==> src/ffha_pkg.sv <==
// shared types and constants of the first-fit heap allocator
// used by the header memory, the controller, the top level and its checker

package ffha_pkg;

  localparam int unsigned HeapBytesDef = 32768;
  localparam int unsigned HdrBytes     = 4;
  localparam logic [15:0] EndMark      = 16'hFFFF;

  localparam logic OpAlloc = 1'b0;
  localparam logic OpFree  = 1'b1;

  localparam int unsigned InDataW  = 32;
  localparam int unsigned OutDataW = 16;

  // one header: size in the upper half, next offset in the lower half
  typedef struct packed {
    logic [15:0] size;
    logic [15:0] next;
  } hdr_t;

  typedef struct packed {
    logic        rd_en;
    logic [15:0] rd_addr;
    logic        wr_en;
    logic [15:0] wr_addr;
    hdr_t        wr_data;
  } mem_req_t;

endpackage

==> src/ffha_ctrl.sv <==
// list-walk sequencer: read, modify and write back headers, at most one access a cycle
// depends on ffha_pkg; drives the header memory and holds the result register

module ffha_ctrl import ffha_pkg::*; #(
  parameter int unsigned HEAP_BYTES = HeapBytesDef
) (
  input  logic                clk_i,
  input  logic                rst_ni,
  input  logic                in_valid_i,
  output logic                in_ready_o,
  input  logic                opcode_i,
  input  logic [15:0]         request_size_i,
  input  logic [15:0]         free_offset_i,
  output logic                out_valid_o,
  input  logic                out_ready_i,
  output logic                ok_o,
  output logic [15:0]         data_offset_o,
  output mem_req_t            mem_req_o,
  input  hdr_t                rd_data_i
);

  localparam logic [15:0] Heap16   = 16'(HEAP_BYTES);
  localparam logic [17:0] Heap18   = 18'(HEAP_BYTES);
  localparam logic [15:0] MaxBlk   = 16'(HEAP_BYTES - HdrBytes);
  localparam logic [15:0] Hdr16    = 16'(HdrBytes);

  localparam logic [4:0] S_IDLE  = 5'd0;
  localparam logic [4:0] S_ALOOK = 5'd1;
  localparam logic [4:0] S_ACHK  = 5'd2;
  localparam logic [4:0] S_ASPL  = 5'd3;
  localparam logic [4:0] S_AWCUR = 5'd4;
  localparam logic [4:0] S_ARPRV = 5'd5;
  localparam logic [4:0] S_AWPRV = 5'd6;
  localparam logic [4:0] S_FSTRT = 5'd7;
  localparam logic [4:0] S_FCHK  = 5'd8;
  localparam logic [4:0] S_FLOOK = 5'd9;
  localparam logic [4:0] S_FWCHK = 5'd10;
  localparam logic [4:0] S_FW1   = 5'd11;
  localparam logic [4:0] S_FW2   = 5'd12;
  localparam logic [4:0] S_FJ1A  = 5'd13;
  localparam logic [4:0] S_FJ1B  = 5'd14;
  localparam logic [4:0] S_JRD   = 5'd15;
  localparam logic [4:0] S_JCHK  = 5'd16;
  localparam logic [4:0] S_JWA   = 5'd17;
  localparam logic [4:0] S_JWB   = 5'd18;
  localparam logic [4:0] S_DONE  = 5'd19;

  logic [4:0]  state_q, state_d;
  logic [15:0] head_q, head_d;
  logic [15:0] cur_q, cur_d;
  logic [15:0] prev_q, prev_d;
  logic        has_prev_q, has_prev_d;
  logic [15:0] steps_q, steps_d;
  logic [15:0] want_q, want_d;
  logic [15:0] blk_q, blk_d;
  logic [15:0] bsz_q, bsz_d;
  logic [15:0] link_q, link_d;
  logic [15:0] csz_q, csz_d;
  logic [15:0] tnext_q, tnext_d;
  logic [15:0] tsize_q, tsize_d;
  logic        rok_q, rok_d;
  logic [15:0] roff_q, roff_d;
  logic        ovalid_q, ovalid_d;
  logic        ook_q, ook_d;
  logic [15:0] ooff_q, ooff_d;
  logic [17:0] split18;
  logic [17:0] cur_end18;
  logic [17:0] blk_end18;
  logic [16:0] want_p4;

  assign split18   = {2'b0, cur_q} + 18'(HdrBytes) + {2'b0, want_q};
  assign cur_end18 = {2'b0, cur_q} + 18'(HdrBytes) + {2'b0, bsz_q};
  assign blk_end18 = {2'b0, blk_q} + 18'(HdrBytes) + {2'b0, rd_data_i.size};
  assign want_p4   = {1'b0, want_q} + 17'(HdrBytes);

  assign in_ready_o    = (state_q == S_IDLE);
  assign out_valid_o   = ovalid_q;
  assign ok_o          = ook_q;
  assign data_offset_o = ooff_q;

  always_comb begin
    state_d    = state_q;
    head_d     = head_q;
    cur_d      = cur_q;
    prev_d     = prev_q;
    has_prev_d = has_prev_q;
    steps_d    = steps_q;
    want_d     = want_q;
    blk_d      = blk_q;
    bsz_d      = bsz_q;
    link_d     = link_q;
    csz_d      = csz_q;
    tnext_d    = tnext_q;
    tsize_d    = tsize_q;
    rok_d      = rok_q;
    roff_d     = roff_q;
    ovalid_d   = ovalid_q;
    ook_d      = ook_q;
    ooff_d     = ooff_q;
    mem_req_o  = '0;

    if (ovalid_q && out_ready_i) begin
      ovalid_d = 1'b0;
    end

    case (state_q)
      S_IDLE: begin
        rok_d  = 1'b0;
        roff_d = EndMark;
        if (in_valid_i) begin
          want_d     = request_size_i;
          cur_d      = head_q;
          steps_d    = '0;
          has_prev_d = 1'b0;
          if (opcode_i == OpAlloc) begin
            state_d = (request_size_i == 16'd0) ? S_DONE : S_ALOOK;
          end else if (free_offset_i < Hdr16 || free_offset_i == EndMark) begin
            state_d = S_DONE;
          end else begin
            blk_d   = free_offset_i - Hdr16;
            state_d = S_FSTRT;
          end
        end
      end
      S_ALOOK: begin
        if (cur_q == EndMark) begin
          state_d = S_DONE;
        end else begin
          mem_req_o.rd_en   = 1'b1;
          mem_req_o.rd_addr = cur_q;
          state_d           = S_ACHK;
        end
      end
      S_ACHK: begin
        if (rd_data_i.size < want_q) begin
          if (steps_q >= Heap16) begin
            state_d = S_DONE;
          end else begin
            steps_d    = steps_q + 16'd1;
            prev_d     = cur_q;
            has_prev_d = 1'b1;
            cur_d      = rd_data_i.next;
            state_d    = S_ALOOK;
          end
        end else begin
          link_d  = rd_data_i.next;
          csz_d   = rd_data_i.size;
          state_d = ({1'b0, rd_data_i.size} > want_p4) ? S_ASPL : S_AWCUR;
        end
      end
      S_ASPL: begin
        mem_req_o.wr_en        = (split18 < Heap18);
        mem_req_o.wr_addr      = split18[15:0];
        mem_req_o.wr_data.next = link_q;
        mem_req_o.wr_data.size = csz_q - want_q - Hdr16;
        link_d  = split18[15:0];
        csz_d   = want_q;
        state_d = S_AWCUR;
      end
      S_AWCUR: begin
        mem_req_o.wr_en        = 1'b1;
        mem_req_o.wr_addr      = cur_q;
        mem_req_o.wr_data.next = EndMark;
        mem_req_o.wr_data.size = csz_q;
        rok_d  = 1'b1;
        roff_d = cur_q + Hdr16;
        if (has_prev_q) begin
          state_d = S_ARPRV;
        end else begin
          head_d  = link_q;
          state_d = S_DONE;
        end
      end
      S_ARPRV: begin
        mem_req_o.rd_en   = 1'b1;
        mem_req_o.rd_addr = prev_q;
        state_d           = S_AWPRV;
      end
      S_AWPRV: begin
        mem_req_o.wr_en        = 1'b1;
        mem_req_o.wr_addr      = prev_q;
        mem_req_o.wr_data.next = link_q;
        mem_req_o.wr_data.size = rd_data_i.size;
        state_d                = S_DONE;
      end
      S_FSTRT: begin
        if (blk_q > MaxBlk) begin
          state_d = S_DONE;
        end else begin
          mem_req_o.rd_en   = 1'b1;
          mem_req_o.rd_addr = blk_q;
          state_d           = S_FCHK;
        end
      end
      S_FCHK: begin
        if (rd_data_i.next != EndMark) begin
          state_d = S_DONE;
        end else begin
          tsize_d = rd_data_i.size;
          if (head_q > blk_q) begin
            mem_req_o.wr_en        = 1'b1;
            mem_req_o.wr_addr      = blk_q;
            mem_req_o.wr_data.next = head_q;
            mem_req_o.wr_data.size = rd_data_i.size;
            head_d  = blk_q;
            state_d = S_JRD;
          end else begin
            cur_d   = head_q;
            steps_d = '0;
            state_d = S_FLOOK;
          end
        end
      end
      S_FLOOK: begin
        mem_req_o.rd_en   = 1'b1;
        mem_req_o.rd_addr = cur_q;
        state_d           = S_FWCHK;
      end
      S_FWCHK: begin
        if (rd_data_i.next < blk_q && steps_q < Heap16) begin
          cur_d   = rd_data_i.next;
          steps_d = steps_q + 16'd1;
          state_d = S_FLOOK;
        end else begin
          link_d  = rd_data_i.next;
          bsz_d   = rd_data_i.size;
          state_d = S_FW1;
        end
      end
      S_FW1: begin
        mem_req_o.wr_en        = 1'b1;
        mem_req_o.wr_addr      = blk_q;
        mem_req_o.wr_data.next = link_q;
        mem_req_o.wr_data.size = tsize_q;
        state_d                = S_FW2;
      end
      S_FW2: begin
        mem_req_o.wr_en        = 1'b1;
        mem_req_o.wr_addr      = cur_q;
        mem_req_o.wr_data.next = blk_q;
        mem_req_o.wr_data.size = bsz_q;
        state_d = (cur_end18 == {2'b0, blk_q}) ? S_FJ1A : S_JRD;
      end
      S_FJ1A: begin
        // lower neighbor absorbs the freed block
        mem_req_o.wr_en        = 1'b1;
        mem_req_o.wr_addr      = cur_q;
        mem_req_o.wr_data.next = link_q;
        mem_req_o.wr_data.size = bsz_q + Hdr16 + tsize_q;
        state_d                = S_FJ1B;
      end
      S_FJ1B: begin
        mem_req_o.wr_en   = 1'b1;
        mem_req_o.wr_addr = blk_q;
        blk_d             = cur_q;
        state_d           = S_JRD;
      end
      S_JRD: begin
        mem_req_o.rd_en   = 1'b1;
        mem_req_o.rd_addr = blk_q;
        state_d           = S_JCHK;
      end
      S_JCHK: begin
        rok_d = 1'b1;
        if (blk_end18 == {2'b0, rd_data_i.next}) begin
          tnext_d           = rd_data_i.next;
          tsize_d           = rd_data_i.size;
          mem_req_o.rd_en   = 1'b1;
          mem_req_o.rd_addr = rd_data_i.next;
          state_d           = S_JWA;
        end else begin
          state_d = S_DONE;
        end
      end
      S_JWA: begin
        // block absorbs its upper neighbor
        mem_req_o.wr_en        = 1'b1;
        mem_req_o.wr_addr      = blk_q;
        mem_req_o.wr_data.next = rd_data_i.next;
        mem_req_o.wr_data.size = tsize_q + Hdr16 + rd_data_i.size;
        state_d                = S_JWB;
      end
      S_JWB: begin
        mem_req_o.wr_en   = 1'b1;
        mem_req_o.wr_addr = tnext_q;
        state_d           = S_DONE;
      end
      S_DONE: begin
        if (!ovalid_q || out_ready_i) begin
          ovalid_d = 1'b1;
          ook_d    = rok_q;
          ooff_d   = roff_q;
          state_d  = S_IDLE;
        end
      end
      default: state_d = S_IDLE;
    endcase
  end

  always_ff @(posedge clk_i or negedge rst_ni) begin
    if (!rst_ni) begin
      state_q    <= S_IDLE;
      head_q     <= '0;
      ovalid_q   <= 1'b0;
      has_prev_q <= 1'b0;
      steps_q    <= '0;
    end else begin
      state_q    <= state_d;
      head_q     <= head_d;
      ovalid_q   <= ovalid_d;
      has_prev_q <= has_prev_d;
      steps_q    <= steps_d;
    end
  end

  always_ff @(posedge clk_i) begin
    cur_q   <= cur_d;
    prev_q  <= prev_d;
    want_q  <= want_d;
    blk_q   <= blk_d;
    bsz_q   <= bsz_d;
    link_q  <= link_d;
    csz_q   <= csz_d;
    tnext_q <= tnext_d;
    tsize_q <= tsize_d;
    rok_q   <= rok_d;
    roff_q  <= roff_d;
    ook_q   <= ook_d;
    ooff_q  <= ooff_d;
  end

endmodule

==> config.mk <==
export PLATFORM = sky130hd
export DESIGN_NAME = ffha_ctrl
export DESIGN_NICKNAME = d
export VERILOG_FILES = /design/src/ffha_pkg.sv /design/src/ffha_ctrl.sv
export SDC_FILE = /design/constraint.sdc
export NUM_CORES = 1
export LEC_CHECK = 0
export CELL_PAD_IN_SITES_DETAIL_PLACEMENT = 0
export CELL_PAD_IN_SITES_GLOBAL_PLACEMENT = 1
export CORE_MARGIN = 5
export CORE_UTILIZATION = 50
export CTS_BUF_LIST = sky130_fd_sc_hd__clkbuf_4 sky130_fd_sc_hd__clkbuf_8
export DETAILED_ROUTE_END_ITERATION = 8
export DONT_BUFFER_PORTS = 1
export GPL_TIMING_DRIVEN = 0
export PLACE_DENSITY = 0.88
export REMOVE_ABC_BUFFERS = 1
export SLEW_MARGIN = 20
export SYNTH_ARGS = -nofsm -noshare
export SYNTH_HDL_FRONTEND = slang
export SYNTH_SLANG_ARGS = --single-unit
==> constraint.sdc <==
create_clock -name clk_i -period 7.56 [get_ports clk_i]
set_input_delay 1.512 -clock clk_i [delete_from_list [all_inputs] [get_ports clk_i]]
set_output_delay 1.512 -clock clk_i [all_outputs]
set_load 0.01 [all_outputs]
Yosys cells after proc, flatten, opt, wreduce, memory -nomap -nowiden
Cells that the tools add are included.
- bitwise logic cells: 2
- $add $sub $neg: 15
- equal/unequal tests: 38
- reduce and logical (&&, ||, !) cells: 33
- magnitude comparators: 9
- muxes and demuxes: 64
- operator list (kind ; count):
    16-bit two-way mux ; 23
    32-bit case mux with 8 select lines ; 1
    17-bit case mux with 6 select lines ; 2
    16-bit case mux with 2 select lines ; 5
    16-bit case mux with 4 select lines ; 2
    49-bit two-way mux ; 2
    5-bit case mux with 19 select lines ; 1
    5-bit two-way mux ; 11
    16-bit by 3-bit adder with 17-bit output (second input constant) ; 3
    17-bit two-way mux ; 3
    16-bit by 3-bit adder with 16-bit output (second input constant) ; 3
    16-bit case mux with 3 select lines ; 1
    5-bit by 4-bit equality test with 1-bit output (second input constant) ; 8
    17-bit by 16-bit adder with 18-bit output ; 2
    18-bit by 16-bit equality test with 1-bit output ; 2
    16-bit adder ; 2
    16-bit equality test (second input constant) ; 2
    16-bit less-than comparator ; 2
    16-bit by 3-bit subtractor with 16-bit output (second input constant) ; 2
    2-bit != test (second input constant) ; 13
    5-bit by 3-bit equality test with 1-bit output (second input constant) ; 4
    5-bit equality test (second input constant) ; 4
    18-bit by 16-bit adder with 18-bit output ; 1
    18-bit by 16-bit less-than comparator with 1-bit output (second input constant) ; 1
    31 further kinds ; 61
- register bits: 217
- output and inout port bits: 85
- word-level logic and storage cells: 179

Logic depth before layout (Yosys ltp)
- word-level depth: 6
- mapped depth: 17
- mapped depth without buffers: 17

Worst setup path after synthesis
No wires, ideal clock.
- path type: input-to-output
- start point: in rd_data_i[17] (netlist bit)
- end point: out mem_req_o[56] (netlist bit)
- slack: 1.523 ns
- arrival time: 4.525 ns
- data required time: 6.048 ns
- stages: 13
- path buffers: 1
- cell sequence: ha_1 ha_1 fa_1 a211oi_1 nor2_1 xnor2_1 nand4_1 a2111oi_2 nand4_1 or3_4 nor2_8 buf_8 a221o_1
- RTL lines (what ; line ; RTL):
    start: declaration ; ffha_ctrl.sv:19 ; input hdr_t rd_data_i
    end: declaration ; ffha_ctrl.sv:18 ; output mem_req_t mem_req_o,

==> impl_summary.log <==
INFO  metric setup.worst_path.end_class = output pin
INFO  metric number_of_sinks_driven_by_the_clock_tree = 217
INFO  metric placement_rows = between 60 and 70
INFO  metric die_height = around 200 um
INFO  metric finish.utilization = 0.547
INFO  metric worst_hold_slack = roughly 0.41 ns
INFO  metric synth_edf_count = ~180
INFO  metric design.die.area = roughly 40000 um2
INFO  metric power.density = about 350 nW/um2
INFO  metric grt_util_all_layers = 0.300
INFO  metric hold-path-cell-count = 0
INFO  metric number_of_antenna_violations_at_the_first_check_in_global_routing = 1
INFO  metric drt_iter0_markers = 1799
INFO  metric total_chip_power = just under 7000 uW
INFO  metric outcome = finished, final reports clean
INFO  metric post-cts-setup-buffer-count = 0
INFO  metric use_met1 = 0.406
INFO  metric ys_async_sr_fraction = 0.180
INFO  metric hold_buffers = 0
INFO  metric multiInputGateArea = approximately 11000 um2
INFO  metric worst_r2r_path_depth = 10
INFO  metric report.final.slew_viol_count = 0
INFO  metric synth_ff_type = edfxtp_1
INFO  metric grt.busiest_layer = met2
INFO  metric layout.nets = 2206
INFO  metric start_util = 0.504
INFO  metric maxCapViolCount = 0
INFO  metric critical_path.max_fanout = 33
INFO  metric fin_worst_skew = approximately 0.028 ns
INFO  metric post-route-worst-setup-slack = 0.742 ns
INFO  metric final.period_utilization = 0.902
INFO  metric cell_accounting_for_the_most_synthesized_area = edfxtp_1
INFO  metric globalRouteOverflowTotal = 0
INFO  metric grt.met3_usage = 0.0706
INFO  metric layout.filler_cells = about 3200
INFO  metric total_standard_cell_area_after_synthesis = between 15000 and 20000 um2
INFO  metric critPathLaunchType = input port
INFO  metric first_global_vias = around 15000
INFO  metric drc_markers = 0
INFO  metric timing.hold.worst.class = register to register
INFO  metric max_slew.worst_pin.slew = roughly 1.2 ns
INFO  metric route.vias.total = around 16000
INFO  metric clock_tree.root_cell = clkbuf_8
INFO  metric synth_common_cells = ha_1 (224), nand2_1 (185), edfxtp_1 (178), nor2_1 (123)
INFO  metric drt_pass1_iterations = 7
INFO  metric cts.clk_slew.worst_paths = 0.06 ns
INFO  metric layout_min_cycle_time = roughly 6.8 ns
INFO  metric synth.yosys.warnings = 0
INFO  metric pre_cts_ws = ~0.81 ns
INFO  metric hpwlAfterDp = 46300 um
INFO  metric clk-insertion-delay-late = around 0.60 ns
INFO  metric route.detailed.vias_per_inst = approximately 6.5
INFO  metric h-tree-depth = 2
INFO  metric synth_top_area_share = 0.299
INFO  metric final_layout_size_suffix_gt1_frac = 0.0733
INFO  metric worstPathArrival = between 5 and 6 ns
INFO  metric power.leakage = between 0.007 and 0.008 uW
INFO  metric irDropWorstVdd = roughly 0.21 mV
INFO  metric io_pins = about 150
INFO  metric postRouteWirelength = about 61000 um
INFO  metric rsz_0062_raised_after_global_routing = no
INFO  metric postRouteAntennaNets = 0
INFO  metric final-setup-viol-count = 0
INFO  metric regArea = about 6300 um2
INFO  metric grt_start_max_net_pins = 61
INFO  metric average_wire_length_per_cell_after_detail_routing = 25.6 um
INFO  metric tritoncts.num_buffers = 41
INFO  metric yosys-top-cells-area = edfxtp_1 (30%), ha_1 (16%), dfrtp_1 (5.5%)
INFO  metric syn_avg_cell_area = approximately 9.3 um2
INFO  metric portBuffers = 0
INFO  metric gpl.final_weighted_congestion = 0.942
INFO  metric groute.layer.met2.usage = 0.457
INFO  metric synth.most_common_cell = ha_1
INFO  metric timing.max_slew.rel_slack = 0.212
INFO  metric achievable-frequency = ~150 MHz
INFO  metric clock_tree_from_tritoncts = yes
INFO  metric crit_required = ~6 ns
INFO  metric yosys.cell_types.count = 76
INFO  metric first_pass_grt_wire_length = 90700 um
INFO  metric clock_path_buffers = 3
INFO  metric timing.setup.tns = 0 ns
INFO  metric path_class = input port to output pin
INFO  metric synth.yosys.seq_area_share = 0.353
INFO  metric synth_seq_cells = about 220
INFO  metric finalHoldViolCount = 0
INFO  metric design.core.area = roughly 35000 um2
INFO  metric floorplan.die.width = about 200 um
INFO  metric postCtsResizedCells = 0
INFO  metric post_synth_inst_count = around 1900
INFO  metric area.growth.synth_to_final = 8.49%
per-stage QoR:
| step | cells | instance area [um2] |
|---|---|---|
| floorplan | 1846 | 17600 |
| global placement | 2307 | 18200 |
| detailed placement | 2325 | 18600 |
| CTS | 2398 | 19400 |
| global route | 2398 | 19400 |
| finish | 2401 | 19400 |
layer usage:
metal / part of all wire / vias up / wire (um)
li1: - / 7243 / -
met1: 0.41 / 7510 / 25400
met2: 0.44 / 770 / 27100
met3: 0.095 / 182 / 5810
met4: 0.049 / 0 / 3030
met5: 0 / - / 0
path summary, 6_finish.rpt:
| kind | start | slack (ns) | to |
|---|---|---|---|
| setup reg to reg | blk_q[12] | 2.53 | cur_q[15] |
| min in group asynchronous | rst_ni | 0.60 | state_q[2] |
| setup / recovery | rd_data_i[17] | 0.74 | mem_req_o[55] |
| hold reg to reg | roff_q[1] | 0.41 | data_offset_o[1] |
| max in group asynchronous | rst_ni | 6.85 | out_valid_o |
| hold / removal | roff_q[1] | 0.41 | data_offset_o[1] |
kinds of logic after synthesis:
group	synth area share
XOR/XNOR	0.0592
flip-flops	0.353
AO/OA/AOI/OAI	0.205
multiplexers	0.0143
AND/OR/NAND/NOR	0.163
buffers and inverters	0.0410
adder cells (fa/ha/maj)	0.163
flip-flops by register name (all words and copies together) (netlist names):
signal and cells:
prev_q 16, rok_q 1, out_valid_o 1, ok_o 1
head_q 16, csz_q 16, tnext_q 16, blk_q 16
cur_q 16, want_q 16, data_offset_o 16, bsz_q 16
has_prev_q 1, link_q 16, state_q 5, steps_q 16
roff_q 16, tsize_q 16
placed cells by master (no fill, tap or decap), types with 25 or more instances in the layout:
cell type and n:
nor2_1 119, a221o_1 38, o21ai_1 44, o21ai_0 83, edfxtp_1 178, a21oi_1 114, dfrtp_1 39, nand4_1 30
xor2_1 38, nand2_1 182, inv_1 115, ha_1 224, a222oi_1 28, nor3_1 35, nand2b_1 25, xnor2_1 81
clkbuf_8 44, nand3_1 73, a21o_1 38
area by class of cell:
type,instances,share of cell area
Antenna cell,3,0.000387
Clock buffer,53,0.0347
Clock inverter,20,0.00613
Inverter,116,0.0224
Multi-Input combinational cell,1513,0.567
Sequential cell,217,0.326
Tap cell,461,0.0297
Timing Repair Buffer,18,0.0137
power by group:
| part | internal (uW) | switching (uW) |
|---|---|---|
| clock | 617 | 550 |
| sequential | 1670 | 374 |
| combinational | 1320 | 2220 |
| total | 3600 | 3150 |
worst max-delay path: stages:
cell and delay, ns:
ha_1 0.28, ha_1 0.22, fa_1 0.56, xnor2_1 0.12
nand3_1 0.18, a221oi_1 0.30, o2111ai_1 0.26, a2111oi_2 0.25
nand4_1 0.23, or3_4 0.50, nor2_8 0.50, a221o_1 0.36
Note: power is estimated with default switching activity, not from simulation.
